==> config.mk <==
export PLATFORM = sky130hd
export DESIGN_NAME = kaf_ctrl
export DESIGN_NICKNAME = d
export VERILOG_FILES = /design/src/kaf_pkg.sv /design/src/kaf_ctrl.sv
export SDC_FILE = /design/constraint.sdc
export NUM_CORES = 1
export LEC_CHECK = 0
export BUFFER_PORTS_ARGS = -buffer_cell sky130_fd_sc_hd__buf_2
export CORE_AREA = 2 2 39 41
export CTS_BUF_LIST = sky130_fd_sc_hd__clkbuf_4
export DETAILED_ROUTE_END_ITERATION = 7
export DIE_AREA = 0 0 41 43
export HOLD_SLACK_MARGIN = 0.05
export PLACE_DENSITY = 0.67
export RECOVER_POWER = 100
export SLEW_MARGIN = 20
export SYNTH_ARGS = -nofsm -noshare
export SYNTH_HDL_FRONTEND = slang
export SYNTH_SLANG_ARGS = --single-unit
export TNS_END_PERCENT = 10
==> constraint.sdc <==
create_clock -name clk -period 1.3 [get_ports clk]
set_clock_uncertainty 0.05 [all_clocks]
set_input_delay 0.195 -clock clk [delete_from_list [all_inputs] [get_ports clk]]
set_output_delay 0.195 -clock clk [all_outputs]
set_load 0.005 [all_outputs]
==> src/kaf_pkg.sv <==
// Shared constants, types and a saturation helper function for the angle Kalman filter.
package kaf_pkg;

  localparam int FRAC_BITS_DEF = 16;
  localparam int NOISE_W       = 16;
  localparam int ANGLE_W       = 16;
  localparam int MS_W          = 10;
  localparam int DATA_W        = 32;
  localparam int CFG_IDX_W     = 2;

  localparam logic [CFG_IDX_W-1:0] CFG_ANGLE_NOISE = 2'd0;
  localparam logic [CFG_IDX_W-1:0] CFG_BIAS_NOISE  = 2'd1;
  localparam logic [CFG_IDX_W-1:0] CFG_MEAS_NOISE  = 2'd2;

  localparam logic [NOISE_W-1:0] ANGLE_NOISE_RST = 16'd655;
  localparam logic [NOISE_W-1:0] BIAS_NOISE_RST  = 16'd20;
  localparam logic [NOISE_W-1:0] MEAS_NOISE_RST  = 16'd655;

  // Datapath operations issued by the controller.
  localparam int OP_W = 5;
  localparam logic [OP_W-1:0] OP_NOP     = 5'd0;
  localparam logic [OP_W-1:0] OP_LOAD    = 5'd1;
  localparam logic [OP_W-1:0] OP_ANG_P   = 5'd2;
  localparam logic [OP_W-1:0] OP_AA_P1   = 5'd3;
  localparam logic [OP_W-1:0] OP_AA_P2   = 5'd4;
  localparam logic [OP_W-1:0] OP_AB_P    = 5'd5;
  localparam logic [OP_W-1:0] OP_BA_P    = 5'd6;
  localparam logic [OP_W-1:0] OP_BB_P    = 5'd7;
  localparam logic [OP_W-1:0] OP_DIV0    = 5'd8;
  localparam logic [OP_W-1:0] OP_DIV1    = 5'd9;
  localparam logic [OP_W-1:0] OP_ANG_U   = 5'd10;
  localparam logic [OP_W-1:0] OP_BIAS_U  = 5'd11;
  localparam logic [OP_W-1:0] OP_AA_U    = 5'd12;
  localparam logic [OP_W-1:0] OP_AB_U    = 5'd13;
  localparam logic [OP_W-1:0] OP_BA_U    = 5'd14;
  localparam logic [OP_W-1:0] OP_BB_U    = 5'd15;
  localparam logic [OP_W-1:0] OP_AA_P0   = 5'd16;

  typedef struct packed {
    logic [OP_W-1:0] op;
    logic            div_start;
  } kaf_cmd_t;

  typedef struct packed {
    logic div_busy;
  } kaf_sts_t;

  function automatic logic signed [DATA_W-1:0] sat32(input logic signed [2*DATA_W-1:0] v);
    logic signed [2*DATA_W-1:0] mx;
    logic signed [2*DATA_W-1:0] mn;
    mx = (2*DATA_W)'(signed'({1'b0, {(DATA_W-1){1'b1}}}));
    mn = -mx - (2*DATA_W)'(1);
    if (v > mx) return mx[DATA_W-1:0];
    if (v < mn) return mn[DATA_W-1:0];
    return v[DATA_W-1:0];
  endfunction

endpackage

==> src/kaf_ctrl.sv <==
// Sequencer that steps the datapath through predict, gain and update for one item.
module kaf_ctrl (
  input  logic              clk,
  input  logic              rst_n,
  input  logic              in_valid,
  output logic              in_stall,
  output logic              out_valid,
  input  logic              out_stall,
  output kaf_pkg::kaf_cmd_t cmd,
  input  kaf_pkg::kaf_sts_t sts
);
  import kaf_pkg::*;

  localparam logic [4:0] S_IDLE  = 5'd0;
  localparam logic [4:0] S_LOAD  = 5'd1;
  localparam logic [4:0] S_ANGP  = 5'd2;
  localparam logic [4:0] S_AAP1  = 5'd3;
  localparam logic [4:0] S_AAP2  = 5'd4;
  localparam logic [4:0] S_ABP   = 5'd5;
  localparam logic [4:0] S_BAP   = 5'd6;
  localparam logic [4:0] S_BBP   = 5'd7;
  localparam logic [4:0] S_D0GO  = 5'd8;
  localparam logic [4:0] S_D0W   = 5'd9;
  localparam logic [4:0] S_D1GO  = 5'd10;
  localparam logic [4:0] S_D1W   = 5'd11;
  localparam logic [4:0] S_ANGU  = 5'd12;
  localparam logic [4:0] S_BIASU = 5'd13;
  localparam logic [4:0] S_AAU   = 5'd14;
  localparam logic [4:0] S_ABU   = 5'd15;
  localparam logic [4:0] S_BAU   = 5'd16;
  localparam logic [4:0] S_BBU   = 5'd17;
  localparam logic [4:0] S_OUT   = 5'd18;
  localparam logic [4:0] S_D0S   = 5'd19;
  localparam logic [4:0] S_D1S   = 5'd20;

  logic [4:0] st_r, st_nxt;

  assign in_stall  = !rst_n || (st_r != S_IDLE);
  assign out_valid = (st_r == S_OUT);

  always_comb begin
    st_nxt = st_r;
    cmd.op = OP_NOP;
    cmd.div_start = 1'b0;
    case (st_r)
      S_IDLE:  if (in_valid) begin st_nxt = S_ANGP; cmd.op = OP_LOAD; end
      S_ANGP:  begin cmd.op = OP_ANG_P; st_nxt = S_AAP1; end
      S_AAP1:  begin cmd.op = OP_AA_P1; st_nxt = S_AAP2; end
      S_AAP2:  begin cmd.op = OP_AA_P2; st_nxt = S_ABP; end
      S_ABP:   begin cmd.op = OP_AB_P; st_nxt = S_BAP; end
      S_BAP:   begin cmd.op = OP_BA_P; st_nxt = S_BBP; end
      S_BBP:   begin cmd.op = OP_BB_P; st_nxt = S_D0GO; end
      S_D0GO:  begin cmd.op = OP_NOP; cmd.div_start = 1'b1; st_nxt = S_D0S; end
      S_D0S:   st_nxt = S_D0W;
      S_D0W:   if (!sts.div_busy) begin cmd.op = OP_DIV0; st_nxt = S_D1GO; end
      S_D1GO:  begin cmd.op = OP_DIV1; cmd.div_start = 1'b1; st_nxt = S_D1S; end
      S_D1S:   begin cmd.op = OP_NOP; st_nxt = S_D1W; end
      S_D1W:   if (!sts.div_busy) begin cmd.op = OP_DIV1; st_nxt = S_ANGU; end
      S_ANGU:  begin cmd.op = OP_ANG_U; st_nxt = S_BIASU; end
      S_BIASU: begin cmd.op = OP_BIAS_U; st_nxt = S_AAU; end
      S_AAU:   begin cmd.op = OP_AA_U; st_nxt = S_ABU; end
      S_ABU:   begin cmd.op = OP_AB_U; st_nxt = S_BAU; end
      S_BAU:   begin cmd.op = OP_BA_U; st_nxt = S_BBU; end
      S_BBU:   begin cmd.op = OP_BB_U; st_nxt = S_OUT; end
      S_OUT:   if (!out_stall) st_nxt = S_IDLE;
      default: st_nxt = S_IDLE;
    endcase
  end

  always_ff @(posedge clk) begin
    if (!rst_n) st_r <= S_IDLE;
    else st_r <= st_nxt;
  end
endmodule

==> summary.txt <==
DRT Wirelength - 1687 um
RePlAce Congestion - 0.8456
pre-CTS WS - -152.4 ps
grt ovf - 0
power density over the cells - 777.9 nW/um^2
number of synthesized flops with an enable pin - 0
drt via density - 5.645
Hold Violations, Final - 0
starting density of the core - 41.32%
antenna fix cells - 0
Syn. warnings - 0
ys flop type - dfxtp_1
Slew Viols, Final - 0
MaxCap Viol Count - 0
element type at the critical path end - output pin
Seq/Total Area, Yosys - 17.51%
post-route ant nets - 0
layout overhead on the synthesized area - 54.27%
Rows - 14
Top reg by flops - st_r
CTS clk-pin slew, worst paths - 50 ps
clock power share - 28.7%
first-pass GRT wire length - 2615 um
fillcell total - 127
Clock Latency Late Sink - 240 ps
worst setup path class - flop to output pin
Core ar. - 1384 sq um
status - finished with violations
Via Count - 700
largest net degree at the start of global routing - 13
net count after synthesis - 86
gr usage total - 21.66%
fin nets - 114
synth unique cells - 38
leakage - 0.3892 nW
vias in the first global route - 655
setup TNS - -1422 ps
Buffers & Inverters on Critical Path - 1
combinational share of power - 42.5%
Mapped Cells - 81
Worst Path Arrival - 1330 ps
count leader, synth - nand2_1
minimum clock period - 1577 ps
Setup WS post-layout - -277.0 ps
TritonRoute pass-1 iters - 4
Largest register FFs - 5
footprint of the multi-input gates - 475.5 sq um
Post-DP HPWL - 1287 um
peak supply drop - 0.0005545 V
DRT iter0 DRCs - 18
Slowest-stage cell, CP - dfxtp_4
failing checks - setup timing
largest registers - st_r (5)
crit-path max cell delay - 370 ps
Tightest Hold Check Type - primary input to flop
critical path fanouts, max - 5
WL/cell - 13.60 um
H-tree Lvls - 1
clk root buf - clkbuf_4
Synth area leaders - dfxtp_1 18%, nand2b_1 5.5%, nor2b_1 5.5%
Synth async-reset ratio - 0%
Net Sw Frac - 33.29%
startpoint types - flop
share of layout cells above drive strength 1 - 52.78%
Yosys reg bits - 5
cell family with most CP delay - compound AO/OA/AOI/OAI gates
CTS max path bufs - 2
Net Sw Power - 0.2284 mW
Data required, critical path - 1050 ps
DIE WIDTH - 41 um
RSZ-0062 raised after global routing - yes
CTS buffer count - 3
number of endpoints failing setup at the final stage - 10
CTS sink cnt - 5
part of the cycle the worst path needs - 121.3%
register area - 118.9 sq um
CTS tree - yes
most frequent cells after synthesis - 7 x nand2_1, 6 x a21oi_1, 6 x buf_2
sequential power share - 28.8%
Highest Clock Rate - 0.6341 GHz
antenna violations before repair - 0
top cell type by total area after synthesis - dfxtp_1
top-area cell type share of the netlist area - 17.51%
Internal Power - 0.4577 mW
Avg Synthesized Cell Area - 7.059 sq um
ordered cell list for the critical path - and2_4 -> a21oi_2 -> o32a_1 -> o22ai_1 -> buf_2
Die H - 43 um
I/O Buffers - 11
Mapped Area - 571.8 sq um
Die ar. - 1763 sq um
number of I/O pins - 13
Post-route DRC - 0
metal layers:
layer	share of wire [%]	routed length [um]	track usage, %
met3	4.7	79	2.618
met1	38	639	24.68
met5	0	0	0
met4	0.89	15	10.67
met2	56	952	36.88
cells in the final DEF, fill, tap and decap left out, types with 4 or more instances in the layout:
master | Yosys | routed
dfxtp_4 | 0 | 5
buf_2 | 6 | 11
buf_4 | 2 | 20
nand2_1 | 7 | 7
nand2b_1 | 5 | 5
a21oi_1 | 6 | 5
clkbuf_4 | 0 | 4
cells by family (layout without fill, tap and decap cells):
| group | after synthesis | in the layout | synth area share, % |
|---|---|---|---|
| mux | 1 | 1 | 1.751 |
| simple gates | 34 | 34 | 33.04 |
| other cells | 1 | 1 | 0.6558 |
| flops | 5 | 5 | 17.51 |
| compound gates | 27 | 27 | 35.01 |
| buf+inv | 12 | 39 | 10.50 |
| xor+xnor | 1 | 1 | 1.532 |
per-stage QoR:
stage                     hold slack, ps  cells  utilization [%]  cell area (sq um)  total power, mW
after CTS                          193.2    124            62.57              865.8           0.6843
final                              205.9    124            63.74              882.1           0.6862
after global routing               200.2    124            63.74              882.1           0.7380
after detailed placement           455.2    119            55.70              770.7           0.4569
after global placement             446.9    119            55.70              770.7           0.4489
after floorplan                    262.5     81                -              626.9           0.3665
worst reg2reg max path: cells and delay by family (launching register included):
| family | cells | cell delay (ps) |
|---|---|---|
| AND/OR/NAND/NOR | 1 | 130 |
| AO/OA/AOI/OAI | 3 | 560 |
| buffers and inverters | 2 | 270 |
| flip-flops | 1 | 350 |
cell type report:
| type | count | area share [%] |
|---|---|---|
| Multi-Input combinational cell | 64 | 53.90 |
| Timing Repair Buffer | 33 | 25.82 |
| Clock buffer | 4 | 3.404 |
| Inverter | 2 | 1.135 |
| Tap cell | 16 | 2.270 |
| Sequential cell | 5 | 13.48 |
power groups by stage:
stage / sequential, mW / clock (mW) / combinational [mW]
after global placement: 0.197 / 0 / 0.252
final: 0.198 / 0.197 / 0.292
after floorplan: 0.174 / 0 / 0.192
after CTS: 0.197 / 0.210 / 0.277
after detailed placement: 0.197 / 0 / 0.260
after global routing: 0.200 / 0.218 / 0.320
path summary, 6_finish.rpt:
path              startpoint  slack, ps  cells after the start      end
setup / recovery     st_r[0]       -280                      5   cmd[1]
hold / removal         rst_n        210                      2  st_r[1]
setup reg to reg     st_r[4]       -180                      6  st_r[1]
hold reg to reg      st_r[1]        550                      2  st_r[2]
repair_timing:
action | in CTS | in global routing
hold buffers | 0 | 0
gates cloned | 0 | 0
endpoints found under the hold margin | 0 | 0
endpoints found under the setup margin | 12 | 10
resized for setup | 21 | 3
buffers inserted | 1 | 0
pin swaps | 6 | 0
No activity file was read; power rests on OpenSTA's default activity.
